$ cat config.mk
export PLATFORM = sky130hd
export DESIGN_NAME = phh_fifo
export DESIGN_NICKNAME = d
export VERILOG_FILES = /design/src/rtl/phh_fifo.sv
export SDC_FILE = /design/constraint.sdc
export NUM_CORES = 1
export LEC_CHECK = 0
export BUFFER_PORTS_ARGS = -buffer_cell sky130_fd_sc_hd__buf_2
export CORE_UTILIZATION = 55
export DETAILED_ROUTE_END_ITERATION = 12
export MAX_ROUTING_LAYER = met4
export PLACE_DENSITY = 0.78
export SYNTH_ARGS = -nofsm -noshare
export SYNTH_HDL_FRONTEND = slang
export SYNTH_SLANG_ARGS = --single-unit
$ cat constraint.sdc
create_clock -name clk -period 2.6 [get_ports clk]
set_input_delay 0.52 -clock clk [delete_from_list [all_inputs] [get_ports clk]]
set_output_delay 0.52 -clock clk [all_outputs]
set_load 0.01 [all_outputs]
$ cat src/rtl/phh_fifo.sv
`timescale 1ns / 1ps
`default_nettype none
// ----------------------------------------------------------------------------
// phh_fifo: small register queue
// Fall-through read of the oldest entry; reports its fill level.
// ----------------------------------------------------------------------------
module phh_fifo #(
	parameter int WIDTH = 8,
	parameter int DEPTH = 4
) (
	input  wire logic                         clk,
	input  wire logic                         arst_n,
	input  wire logic                         wr_en,
	input  wire logic [WIDTH-1:0]             wr_data,
	input  wire logic                         rd_en,
	output logic      [WIDTH-1:0]             rd_data,
	output logic                              empty,
	output logic                              full,
	output logic      [$clog2(DEPTH+1)-1:0]   level
);

	localparam int PTR_W = (DEPTH > 1) ? $clog2(DEPTH) : 1;
	localparam int LVL_W = $clog2(DEPTH + 1);
	localparam logic [PTR_W-1:0] PTR_LAST = PTR_W'(DEPTH - 1);

	logic [WIDTH-1:0] mem_q [DEPTH];
	logic [PTR_W-1:0] wr_ptr_q;
	logic [PTR_W-1:0] rd_ptr_q;
	logic [LVL_W-1:0] level_q;
	logic             do_wr;
	logic             do_rd;

	assign do_wr   = wr_en && !full;
	assign do_rd   = rd_en && !empty;
	assign empty   = (level_q == '0);
	assign full    = (level_q == LVL_W'(DEPTH));
	assign level   = level_q;
	assign rd_data = mem_q[rd_ptr_q];

	always_ff @(posedge clk) begin
		if (do_wr) begin
			mem_q[wr_ptr_q] <= wr_data;
		end
	end

	always_ff @(posedge clk or negedge arst_n) begin
		if (!arst_n) begin
			wr_ptr_q <= '0;
			rd_ptr_q <= '0;
			level_q  <= '0;
		end else begin
			if (do_wr) begin
				wr_ptr_q <= (wr_ptr_q == PTR_LAST) ? '0 : wr_ptr_q + 1'b1;
			end
			if (do_rd) begin
				rd_ptr_q <= (rd_ptr_q == PTR_LAST) ? '0 : rd_ptr_q + 1'b1;
			end
			if (do_wr && !do_rd) begin
				level_q <= level_q + 1'b1;
			end else if (do_rd && !do_wr) begin
				level_q <= level_q - 1'b1;
			end
		end
	end

endmodule
`default_nettype wire

### Yosys cells after proc, flatten, opt, wreduce, memory -nomap -nowiden

Memory sizes are Yosys's and may differ from the RTL's.
Cells that the tools add are included.

* flip-flop bits (word level): 7
* latch bits: 0
* bits in writable memories: 32
* ROM bits: 0
* input port bits: 12
* output and inout bits: 13
* memories kept: 1

Memories
* mem_q: words 4, bits a word 8, rd ports 1, clocked after Yosys merged registers in 0, wr ports 1, RTL line 26 `logic [WIDTH-1:0] mem_q [DEPTH];`

* add/subtract/negate cells: 4
* multiply operators: 0
* divide/modulo/power cells: 0
* magnitude comparators: 0
* eq/ne operators: 3
* shift-type cells: 0
* mux-type cells: 6
* bitwise gates (word level): 0
* reductions and logical operators: 10

Operators by type and width (number)
* 3-bit 2-to-1 mux: 2
* 2-bit by 1-bit adder with 2-bit output, second input constant: 2
* 2-bit == test, second input constant: 2
* 1-bit logical AND: 4
* 1-bit logical NOT: 4
* 2-bit 2-to-1 mux: 2
* 3-bit by 1-bit adder with 3-bit output, second input constant: 1
* 3-bit == test, second input constant: 1
* 3-bit logical NOT: 1
* 3-bit by 1-bit subtractor with 3-bit output, second input constant: 1
* 1-bit 2-to-1 mux: 2
* 2-bit nonzero test: 1

### Logic depth before layout (Yosys ltp)

* depth after elaboration: 7
* gate-level depth with buffers: 9

### Worst setup path before layout

Ideal clock, no wire load.

* path kind: reg2reg
* start point: reg level_q[0] (netlist: level[0])
* end point: reg level_q[2] (netlist: level[2])
* arrival: 2038 ps
* data required time: 2521 ps
* setup slack: 483 ps
* stages on the path, launching flop included: 9
* path buffers: 0
* path through: dfrtp_1 -> nor3_1 -> nand2b_4 -> ha_1 -> inv_1 -> fa_1 -> xor2_1 -> nor2_1 -> xor2_1

* cells in the longest elaborated chain, start to end: 6
* elaborated cells on any way between the ends: 15
* classes of those cells: 2 x add/sub; 1 x eq/ne; 2 x mux; 10 x reduce/logical

RTL lines
* start, declared: RTL line 29 `logic [LVL_W-1:0] level_q;`
* start signal, assigned: RTL line 59 `level_q <= level_q + 1'b1;`
* start signal, assigned: RTL line 61 `level_q <= level_q - 1'b1;`
* 3-bit logical NOT *: RTL line 35 `assign empty = (level_q == '0);`
* named net empty: RTL line 17 `output logic empty,`
* 1-bit logical NOT *: RTL line 34 `assign do_rd = rd_en && !empty;`
* 1-bit logical AND *: RTL line 34
* 1-bit logical NOT: RTL line 58 `if (do_wr && !do_rd) begin`
* 1-bit logical AND: RTL line 58
* 3-bit 2-to-1 mux / 2-bit nonzero test (equally long branches)

Mark *: on every way through the listed nets, which the timed path passes. The rest lies on a longest branch. The select of a mux whose other input is x is not followed.
A chain may end at the register's enable or synchronous reset.

### Worst setup path in the final report

* start point: reg rd_ptr_q[0]
* end point: out rd_data[2]

* cells in the longest elaborated chain, start to end: 1

RTL lines
* start, declared: RTL line 28 `logic [PTR_W-1:0] rd_ptr_q;`
* start signal, assigned: RTL line 56 `rd_ptr_q <= (rd_ptr_q == PTR_LAST) ? '0 : rd_ptr_q + 1'b1;`
* memory read 4 x 8 bit
* end, declared: RTL line 16 `output logic [WIDTH-1:0] rd_data,`

No other way between the ends.

==> metrics.cfg <==
[logic_synthesis]
yosysWarnings=0
synth_common_cells=32 x edfxtp_1, 8 x mux4_2, 7 x dfrtp_1
synthTopCellsByArea=edfxtp_1 59%, mux4_2 11%, dfrtp_1 11%
synth_edf_count=32
postSynthNetCount=98
synth_seq_cells=39
seq_area_frac_synth_pct=70.12
yosysUniqueCellTypes=19
yosysTopAreaCell=edfxtp_1
synthesis.area_sq_mm=0.001620
synth_top_area_share_pct=59.31
avgSynthCellArea_sq_um=20.51
synth.most_common_cell=edfxtp_1
synth_cells=79
async_flop_share_pct=17.95
ys.flop_type=edfxtp_1

[sta]
setup_violations=0
fin_setup_tns_ns=0
clock_skew_ns=0.01225
max_slew_margin_pct=61.86
fin_crit_sh_pct=89.08
drv_slew=0
tightestPinTransition_ns=0.5721
rsz0062_at_grt=no
hold_violations=0
fmaxAchievable_ghz=0.4318
period_minus_slack_ns=2.316
holdWs_ns=0.3879

[hold_path]
hold_depth=1
worst_hold_path_type=primary input to flip-flop

[floorplanning]
die_h_um=56.28
placementRows=19
die_x_um=56.28
start_util_pct=58.25
dieArea_sq_mm=0.003167
io_pins=25
core_area_sq_mm=0.002781

[route]
firstDrtPassIters=2
routed_via_density=5.486
wl_um=2326
wl_per_cell_um=16.61
drc=0
postRouteAntennaNets=0
vias=768
drtIter0Drc=18

[placed_design]
io_buffers=24
gp_congestion=0.6979
dp_hpwl_um=1597
place_area_sq_mm=0.001759

[flow_run]
maxCapViolCount=0

[worst_setup_path]
cp_slowest_cell=dfrtp_1
critPathMaxFanout=11
worst_setup_path_start_kind=flip-flop
cp-end-kind=primary output
crit_chain=mux4_2 -> buf_2
reg2reg_depth=8
critPathArrivalTime_ns=1.80
crit_type=flip-flop to primary output
max_stage_delay_ns=0.72
worstPathRequired_ns=2.08

[layout]
nFillCells=211
stdcell_area_sq_mm=0.001819
utilization_pct=65.41
nets=127
syn2layout_area_growth_pct=12.28
drive_above_1_share_pct=45.87
diodes=0

[clocking]
clk_path_buf_depth=2
cts_setup_buffers=0
htree_levels=2
cts_buffers=5
path_clk_slew_ns=0.11
clk_latency_ns=0.34
cts_resized=0
hold_buffers=1
cts_tree=yes
cts_sinks=39
root_buffer=clkbuf_4

[pwr]
ir_drop_uv=887.2
leakage_nw=0.6993
pwr_density_cell_mw_per_mm2=1072
fin_total_pwr_mw=1.951

[global_route]
grt_usage_pct=17.92
globalRouteOverflowTotal=0
grt_start_max_net_pins=13
grt_pass1_vias=757
grt_pass1_wl_um=3829
antenna_found_initial=0

[run_status]
status=completed

-- cell families after synthesis --
group	after synthesis	share of synthesized area (%)
DFF	39	70.12
muxes	13	15.06
and+or+nand+nor	11	5.405
adders and majority gates	7	5.869
buffers and inverters	6	1.930
xor gates and xnor gates	3	1.622
-- flip-flops by register name, indices dropped and copies added (netlist names) --
name      cells
mem_q        32
wr_ptr_q      2
rd_ptr_q      2
level         3
-- final timing paths --
check,from,to,slack [ns]
max,rd_ptr_q[0]$_DFFE_PN0P_,rd_data[2],0.28
min,wr_data[6],mem_q[3][6]$_DFFE_PP_,0.39
max reg2reg,level[2]$_DFFE_PN0P_,level[2]$_DFFE_PN0P_,0.54
min reg2reg,level[2]$_DFFE_PN0P_,level[2]$_DFFE_PN0P_,0.53
max in group asynchronous,arst_n,rd_ptr_q[0]$_DFFE_PN0P_,1.90
min in group asynchronous,arst_n,level[0]$_DFFE_PN0P_,0.53
-- routing by layer --
| layer | wire length, um | vias up | track usage [%] |
|---|---|---|---|
| met5 | 0 | - | - |
| met4 | 43 | 0 | 8.362 |
| met1 | 1041 | 388 | 22.81 |
| li1 | - | 358 | - |
| met3 | 101 | 6 | 7.373 |
| met2 | 1140 | 16 | 25.34 |
-- placed cells by master (no fill, tap or decap), types with 3 or more instances in the layout --
cell      synthesis  routed
edfxtp_1         32      32
ha_1              6       6
clkbuf_4          0       5
mux2_2            3       3
buf_2             1      24
inv_1             3       3
mux4_2            8       8
nor2_1            3       3
dfrtp_1           7       7
and2_2            4       4
-- worst max-delay path, delay by kind of cell, from the launching register on --
family	cells	cell delay, ns
DFF	1	0.72
muxes	1	0.58
buffers and inverters	1	0.15
-- cell type report --
type / count / area [sq um] / share of cell area (%)
clock buffer: 6 / 41.29 / 2.270
inverter: 3 / 11.26 / 0.6190
sequential: 39 / 1136 / 62.45
tap: 31 / 38.79 / 2.132
clock inverter: 2 / 8.758 / 0.4814
timing repair buffer: 25 / 130.1 / 7.153
multi-input combinational: 34 / 452.9 / 24.90
-- power by group --
group	internal, mW	switching (mW)
Clock	0.102	0.183
Combinational	0.380	0.290
Sequential	0.844	0.152
-- through the flow --
stage / setup WS [ns] / cells
after floorplan: 0.4833 / 79
after global placement: 0.6161 / 131
after detailed placement: 0.5249 / 131
after CTS: 0.2241 / 140
after global routing: 0.1603 / 140
final: 0.2840 / 140
No activity file was read; power rests on OpenSTA's default activity.
