`config.mk`:
```
export PLATFORM = sky130hd
export DESIGN_NAME = phh_front
export DESIGN_NICKNAME = d
export VERILOG_FILES = /design/src/rtl/phh_pkg.sv /design/src/rtl/phh_front.sv
export SDC_FILE = /design/constraint.sdc
export NUM_CORES = 1
export LEC_CHECK = 0
export ABC_AREA = 1
export BUFFER_PORTS_ARGS = -buffer_cell sky130_fd_sc_hd__buf_4
export CAP_MARGIN = 20
export CORE_UTILIZATION = 45
export CTS_CLUSTER_DIAMETER = 120
export DETAILED_ROUTE_END_ITERATION = 7
export GPL_TIMING_DRIVEN = 0
export HOLD_SLACK_MARGIN = 0.08
export PLACE_DENSITY = 0.6
export SETUP_SLACK_MARGIN = 0.3
export SYNTH_ARGS = -nofsm -noshare
export SYNTH_HDL_FRONTEND = slang
export SYNTH_SLANG_ARGS = --single-unit
export TNS_END_PERCENT = 100
```
`constraint.sdc`:
```
create_clock -name clk -period 5.7 [get_ports clk]
set_input_delay 1.14 -clock clk [delete_from_list [all_inputs] [get_ports clk]]
set_output_delay 1.14 -clock clk [all_outputs]
set_load 0.01 [all_outputs]
```
`src/rtl/phh_pkg.sv`:
```
`timescale 1ns / 1ps
`default_nettype none
// ----------------------------------------------------------------------------
// phh_pkg: shared types and constants of the pulse height histogram
// Operation codes, register indexes, the command passed from the front end
// to the bin engine, and the result item.
// ----------------------------------------------------------------------------
package phh_pkg;

	localparam int NUM_BINS_DEF = 256;
	localparam int ADDR_W       = 12;
	localparam int CODE_W       = 12;
	localparam int SCALE_W      = 24;
	localparam int SCALE_FRAC   = 16;
	localparam int PROD_W       = CODE_W + SCALE_W;
	localparam int SCALED_W     = PROD_W - SCALE_FRAC;
	localparam int HIT_W        = 8;
	localparam int COUNT_W      = 16;

	localparam int CMD_DEPTH    = 4;
	localparam int OUT_DEPTH    = 4;
	localparam int OUT_LVL_W    = $clog2(OUT_DEPTH + 1);

	localparam int CFG_IDX_W    = 2;
	localparam int CFG_DATA_W   = 24;

	localparam logic [CFG_IDX_W-1:0] CFG_LOWER = 2'd0;
	localparam logic [CFG_IDX_W-1:0] CFG_UPPER = 2'd1;
	localparam logic [CFG_IDX_W-1:0] CFG_SCALE = 2'd2;

	localparam logic [CODE_W-1:0]  LOWER_RST = 12'd0;
	localparam logic [CODE_W-1:0]  UPPER_RST = 12'd4095;
	localparam logic [SCALE_W-1:0] SCALE_RST = 24'h100000;

	localparam logic [1:0] OP_ADD   = 2'd0;
	localparam logic [1:0] OP_CLEAR = 2'd1;
	localparam logic [1:0] OP_READ  = 2'd2;

	localparam logic [COUNT_W-1:0] COUNT_MAX = 16'hFFFF;

	typedef enum logic [1:0] {
		CMD_NONE,
		CMD_ADD,
		CMD_READ,
		CMD_CLEAR
	} cmd_kind_t;

	typedef struct packed {
		cmd_kind_t         kind;
		logic [ADDR_W-1:0] addr;
		logic [HIT_W-1:0]  hit;
		logic              oor;
	} cmd_t;

	typedef struct packed {
		logic               oor;
		logic [HIT_W-1:0]   hit;
		logic [COUNT_W-1:0] count;
	} res_t;

	typedef enum logic [1:0] {
		BK_INIT,
		BK_RUN,
		BK_CLEAR
	} back_state_t;

endpackage
`default_nettype wire

```
`src/rtl/phh_front.sv`:
```
`timescale 1ns / 1ps
`default_nettype none
// ----------------------------------------------------------------------------
// phh_front: configuration and item classification
// Holds the window and scale registers, checks the window, scales the
// offset to a bin and hands a decoded command to the bin engine.
// ----------------------------------------------------------------------------
module phh_front #(
	parameter int NUM_BINS = phh_pkg::NUM_BINS_DEF
) (
	input  wire logic                             clk,
	input  wire logic                             arst_n,
	input  wire logic                             cfg_wr_en,
	input  wire logic [phh_pkg::CFG_IDX_W-1:0]    cfg_index,
	input  wire logic [phh_pkg::CFG_DATA_W-1:0]   cfg_wdata,
	input  wire logic                             push,
	output logic                                  full,
	input  wire logic [1:0]                       operation,
	input  wire logic [phh_pkg::CODE_W-1:0]       sample_code,
	input  wire logic [phh_pkg::HIT_W-1:0]        bin_index,
	input  wire logic                             init_busy,
	input  wire logic                             cmd_full,
	output logic                                  cmd_push,
	output phh_pkg::cmd_t                         cmd
);

	localparam logic [phh_pkg::SCALED_W-1:0] BIN_LAST = phh_pkg::SCALED_W'(NUM_BINS - 1);
	localparam logic [phh_pkg::ADDR_W:0]     BIN_CNT  = (phh_pkg::ADDR_W + 1)'(NUM_BINS);

	logic [phh_pkg::CODE_W-1:0]   lower_q;
	logic [phh_pkg::CODE_W-1:0]   upper_q;
	logic [phh_pkg::SCALE_W-1:0]  scale_q;

	logic                         valid_s1;
	logic [1:0]                   op_s1;
	logic                         oor_s1;
	logic [phh_pkg::CODE_W-1:0]   offset_s1;
	logic [phh_pkg::HIT_W-1:0]    idx_s1;

	logic                         valid_s2;
	logic [1:0]                   op_s2;
	logic                         oor_s2;
	logic [phh_pkg::PROD_W-1:0]   prod_s2;
	logic [phh_pkg::HIT_W-1:0]    idx_s2;

	logic                         ready_s1;
	logic                         ready_s2;
	logic                         accept;
	logic [phh_pkg::SCALED_W-1:0] scaled;
	logic [phh_pkg::SCALED_W-1:0] bin_sat;

	always_ff @(posedge clk or negedge arst_n) begin
		if (!arst_n) begin
			lower_q <= phh_pkg::LOWER_RST;
			upper_q <= phh_pkg::UPPER_RST;
			scale_q <= phh_pkg::SCALE_RST;
		end else if (cfg_wr_en) begin
			case (cfg_index)
				phh_pkg::CFG_LOWER: lower_q <= cfg_wdata[phh_pkg::CODE_W-1:0];
				phh_pkg::CFG_UPPER: upper_q <= cfg_wdata[phh_pkg::CODE_W-1:0];
				phh_pkg::CFG_SCALE: scale_q <= cfg_wdata[phh_pkg::SCALE_W-1:0];
				default: ;
			endcase
		end
	end

	assign ready_s2 = !valid_s2 || !cmd_full;
	assign ready_s1 = !valid_s1 || ready_s2;
	assign full     = !ready_s1 || init_busy;
	assign accept   = push && !full;
	assign cmd_push = valid_s2 && !cmd_full;

	always_ff @(posedge clk or negedge arst_n) begin
		if (!arst_n) begin
			valid_s1 <= 1'b0;
			valid_s2 <= 1'b0;
		end else begin
			if (ready_s1) begin
				valid_s1 <= accept;
			end
			if (ready_s2) begin
				valid_s2 <= valid_s1;
			end
		end
	end

	always_ff @(posedge clk) begin
		if (accept) begin
			op_s1     <= operation;
			oor_s1    <= (sample_code < lower_q) || (sample_code > upper_q);
			offset_s1 <= sample_code - lower_q;
			idx_s1    <= bin_index;
		end
		if (valid_s1 && ready_s2) begin
			op_s2   <= op_s1;
			oor_s2  <= oor_s1;
			prod_s2 <= phh_pkg::PROD_W'(offset_s1) * phh_pkg::PROD_W'(scale_q);
			idx_s2  <= idx_s1;
		end
	end

	assign scaled  = prod_s2[phh_pkg::PROD_W-1:phh_pkg::SCALE_FRAC];
	assign bin_sat = (scaled > BIN_LAST) ? BIN_LAST : scaled;

	always_comb begin
		cmd = '0;
		unique case (op_s2)
			phh_pkg::OP_ADD: begin
				if (oor_s2) begin
					cmd.kind = phh_pkg::CMD_NONE;
					cmd.oor  = 1'b1;
				end else begin
					cmd.kind = phh_pkg::CMD_ADD;
					cmd.addr = bin_sat[phh_pkg::ADDR_W-1:0];
					cmd.hit  = bin_sat[phh_pkg::HIT_W-1:0];
				end
			end
			phh_pkg::OP_CLEAR: begin
				cmd.kind = phh_pkg::CMD_CLEAR;
			end
			phh_pkg::OP_READ: begin
				cmd.hit = idx_s2;
				if ((phh_pkg::ADDR_W + 1)'(idx_s2) < BIN_CNT) begin
					cmd.kind = phh_pkg::CMD_READ;
					cmd.addr = phh_pkg::ADDR_W'(idx_s2);
				end else begin
					cmd.kind = phh_pkg::CMD_NONE;
				end
			end
			default: begin
				cmd.kind = phh_pkg::CMD_NONE;
			end
		endcase
	end

endmodule
`default_nettype wire

```
* Word-level counts from Yosys, hierarchy flattened
Index checks and enable logic that the tools add are counted.
Storage, ports and cells: register bits 120, bits of input ports 54, output and inout port bits 25, logic and storage cells 46
Operators by class: add/sub/neg operators 1, $mul 1, $lt $le $gt $ge 3, equality and inequality tests 4, multiplexer cells 7, reduce and logical (&&, ||, !) cells 17
Operator list (count):
- case mux 20 bit (2 select lines) | 1
- multiplier 12 x 24 -> 36 bit | 1
- greater-than comparator 20 x 8 -> 1 bit, second input constant | 1
- two-way mux 20 bit | 1
- greater-than comparator 12 bit | 1
- less-than comparator 12 bit | 1
- two-way mux 12 bit | 1
- subtractor 12 bit | 1
- case mux 2 bit (3 select lines) | 1
- AND reduction 2 bit | 3
- logical NOT 1 bit | 5
- == test 2 x 1 -> 1 bit, second input constant | 2
- == test 2 bit, second input constant | 2
- logical NOT 2 bit | 2
- logical OR 1 bit | 4
- logical AND 1 bit | 3
- two-way mux 1 bit | 3

* Longest topological paths before layout
word-level depth 7, mapped depth 25, depth with buffers taken out 24

* Worst setup path after synthesis
Ideal clock, no wire load.
kind register to register, from register offset_s1[11] (netlist bit), to register prod_s2[35] (netlist bit), data pin, setup time 0.252 ns, arrival 4.697 ns, data required time 5.448 ns, setup slack 0.751 ns, cell stages (with the launch flop) 22, buffers on the path 1, period minus slack after synthesis 4.949 ns, cells stage by stage edfxtp_1 clkbuf_1 nand2_1 fa_1 inv_1 fa_1 inv_1 fa_1 inv_1 fa_1 inv_1 fa_1 inv_1 ha_1 a21oi_1 o21ai_1 a21oi_1 nor2_1 nor2_1 nand2_1 nand2_1 nand2_1
On the way: longest elaborated chain between the ends 1
Ends and longest elaborated chain:
- start, declared | line phh_front.sv:37 | logic [phh_pkg::CODE_W-1:0] offset_s1;
- start signal, assigned | line phh_front.sv:91 | offset_s1 <= sample_code - lower_q;
- multiplier 12 x 24 -> 36 bit | line phh_front.sv:97 | prod_s2 <= phh_pkg::PROD_W'(offset_s1) * phh_pkg::PROD_W'(scale_q);
- end signal, assigned | line phh_front.sv:97
- end, declared | line phh_front.sv:43 | logic [phh_pkg::PROD_W-1:0] prod_s2;
No other way between the ends. A chain may end at the register's enable or synchronous reset.

* Final worst setup path
from register offset_s1[9] (netlist bit), to register prod_s2[34] (netlist bit), data pin
Same word-level chain as after synthesis.

==> results.cfg <==
[grt]
grt_pass1_wl_microns = 59200
grt_pass1_vias = 11300
grt_usage_pct = 24.8
grt_max_degree = 51
grt_antenna_before_repair = 0
grt_overflow = 0

[critical_path]
cp.arrival_ps = 5300
cp-start-kind = register
critical_path_required_ps = 5830
cp_common_cell = fa_1
critPathMaxFanout = 10
crit_type = register to register
critical_path.max_stage_delay_ps = 560
cp_cell_sequence = buf_4 -> clkbuf_2 -> nand2_1 -> inv_1 -> fa_1 -> inv_1 -> fa_1 -> fa_1 -> fa_1 -> fa_1 -> inv_1 -> ha_1 -> a21oi_1 -> o21ai_0 -> a21oi_1 -> nor2_1 -> nor2_1 -> nand2_1 -> nand2_1 -> nand2_1
cp_slowest_cell = fa_1
r2r_start = offset_s1[9]
startpoint = offset_s1[9]
end_kind = register

[floorplanning]
io_pins = 79
die_x_microns = 178
dieArea_sq_mm = 0.0316
rows = 63
start_util_pct = 46.3
coreArea_sq_mm = 0.0300
die_y_microns = 178

[synth]
syn_inst = 1724
syn_area_sq_mm = 0.0139
synth_seq_cells = 104
synth.most_common_cell = nand2_1
yosys_most_used_dff = edfxtp_1
ys.warnings.count = 0
synth_top_cells_by_area = fa_1, nand2_1, inv_1
synth_top_area_share_pct = 31.7
async_flop_share_pct = 48.1
synth_edf_count = 54
synth_commonest_cells = nand2_1, inv_1, fa_1
syn_area_per_cell_sq_um = 8.06
yosysSeqAreaShare_pct = 20.8
yosysTopAreaCell = fa_1
synth.distinct_cells = 37

[timing]
rsz0062_at_grt = no
period_needed_ps = 5180
fin_skew_ps = 9.75
tightestPinTransition_ps = 690
setup_viol = 0
timing.final.crit_share_pct = 90.8
finalMaxSlewViolations = 0
max_slew_margin_pct = 54.0
hold_viol = 0
fmax_ghz = 0.193
final.setup.worst_slack_ps = 523

[placed_design]
pre_cts_ws_ps = -261
port_buffers = 74
hpwl_microns = 30000
dp_cells = 2193
gp_congestion = 0.910

[cells_and_area]
fillerInstances = 2933
instances_no_fill = 2228
diodes = 0
fin_nets = 2203
areaGrowthSynthToFinish_pct = 12.4
final_layout_size_suffix_gt1_share_pct = 11.3

[routing]
vias = 11100
first_pass_iters = 5
drc = 0
viasPerCell = 4.96
drt_iter0_markers = 723
wl_per_cell_microns = 16.4
ant_nets = 0
drt-total-wl_microns = 36500

[clock_network]
hold_buffers = 0
cts_tree = built
htree_levels = 3
cts_sinks = 104
clkLatencyLatePin_ps = 360
cts_made_buffers = 9
clock_path_buffers = 2
path_clk_slew_ps = 90
cts-root-buf = clkbuf_16

[min_path]
min_path_type = register to register
min-delay-start = idx_s1[4]

[flow_run]
maxCapViolations = 0

[status]
outcome = finished clean
[routing by layer]
metal  vias to the layer above  share of wire [%]  global-route usage, %
met5                         -                  0                      0
met4                         0                3.4                   8.40
met3                        65                6.0                   3.86
met2                       313                 46                   40.6
met1                      5416                 44                   33.5
li1                       5261                  -                      -
[flip-flops by register name (all words and copies together), names as in the netlist, 2 cells and up]
signal and flops:
idx_s1 8, idx_s2 8, lower_q 12, offset_s1 12
prod_s2 20, upper_q 12, op_s1 2, scale_q 24
op_s2 2
[per-stage QoR]
step	setup TNS, ps	utilization (%)	hold slack, ps	cell area [sq um]
CTS	0	51.5	421	15500
finish	0	52.0	419	15600
global placement	-1150	49.8	401	14900
detailed placement	-1150	49.9	405	15000
global route	0	52.0	422	15600
floorplan	0	-	400	13900
[worst paths after layout]
kind	endpoint	slack, ps	cells after the start
setup / recovery	prod_s2[34]	520	20
setup reg to reg	prod_s2[34]	520	20
hold / removal	idx_s2[4]	420	0
min in group asynchronous	valid_s1	790	1
hold reg to reg	idx_s2[4]	420	0
max in group asynchronous	scale_q[4]	4440	1
[cells by family after synthesis]
logic type	share of synthesized area [%]
AND/OR/NAND/NOR	17.4
other	0.0270
AO/OA/AOI/OAI	5.38
XOR/XNOR	0.946
buffers and inverters	14.1
adder cells (fa/ha/maj)	40.3
flip-flops	20.8
multiplexers	0.973
[cells in the final DEF (no fill, tap or decap), types with 2 or more instances in the layout]
cell,netlist,routed
nand2_1,507,507
inv_1,439,439
fa_1,220,220
buf_4,12,112
ha_1,96,95
nor2_1,70,66
o21ai_0,58,58
edfxtp_1,54,54
a21oi_1,52,45
dfrtp_1,37,37
nand3_1,31,31
clkbuf_2,0,15
o21ai_1,14,14
clkbuf_1,54,13
dfstp_2,13,13
mux2_2,12,12
xor2_1,11,11
clkbuf_16,0,9
clkbuf_4,0,8
buf_2,1,7
nor3_1,7,6
a21oi_2,0,6
a21o_1,5,5
nor2_2,1,4
nor4_1,4,4
xnor2_1,4,4
conb_1,1,4
buf_6,0,3
buf_8,0,3
o21a_1,3,3
o21bai_1,3,3
inv_8,0,3
nand2_2,2,2
clkinv_1,2,2
nand4_1,2,2
clkinv_4,0,2
[layout make-up]
| class | count | area [sq um] | area share, % |
|---|---|---|---|
| tap | 390 | 488 | 3.12 |
| clock inverter | 7 | 72.6 | 0.465 |
| inverter | 442 | 1660 | 10.6 |
| timing repair buffer | 96 | 741 | 4.74 |
| buffer | 67 | 422 | 2.70 |
| clock buffer | 9 | 225 | 1.44 |
| multi-input combinational | 1113 | 9120 | 58.4 |
| sequential | 104 | 2890 | 18.5 |
[worst max-delay path: cells and delay by family, from the launching register on]
kind                       cells  cell delay [ps]
buffers and inverters          5              640
AOI/OAI and AO/OA              3              700
DFF                            1              390
and+or+nand+nor                6              490
adders and majority gates      6             2720
[repair_timing]
item	CTS	global route
gates cloned	0	0
setup endpoints to repair	20	20
setup buffers	14	6
endpoints found under the hold margin	0	0
pin swaps	0	1
gates resized for setup	33	90
Power is left out: the tool's default activity adds up to more than one toggle a clock period on the data nets, which glitch-free logic cannot reach.
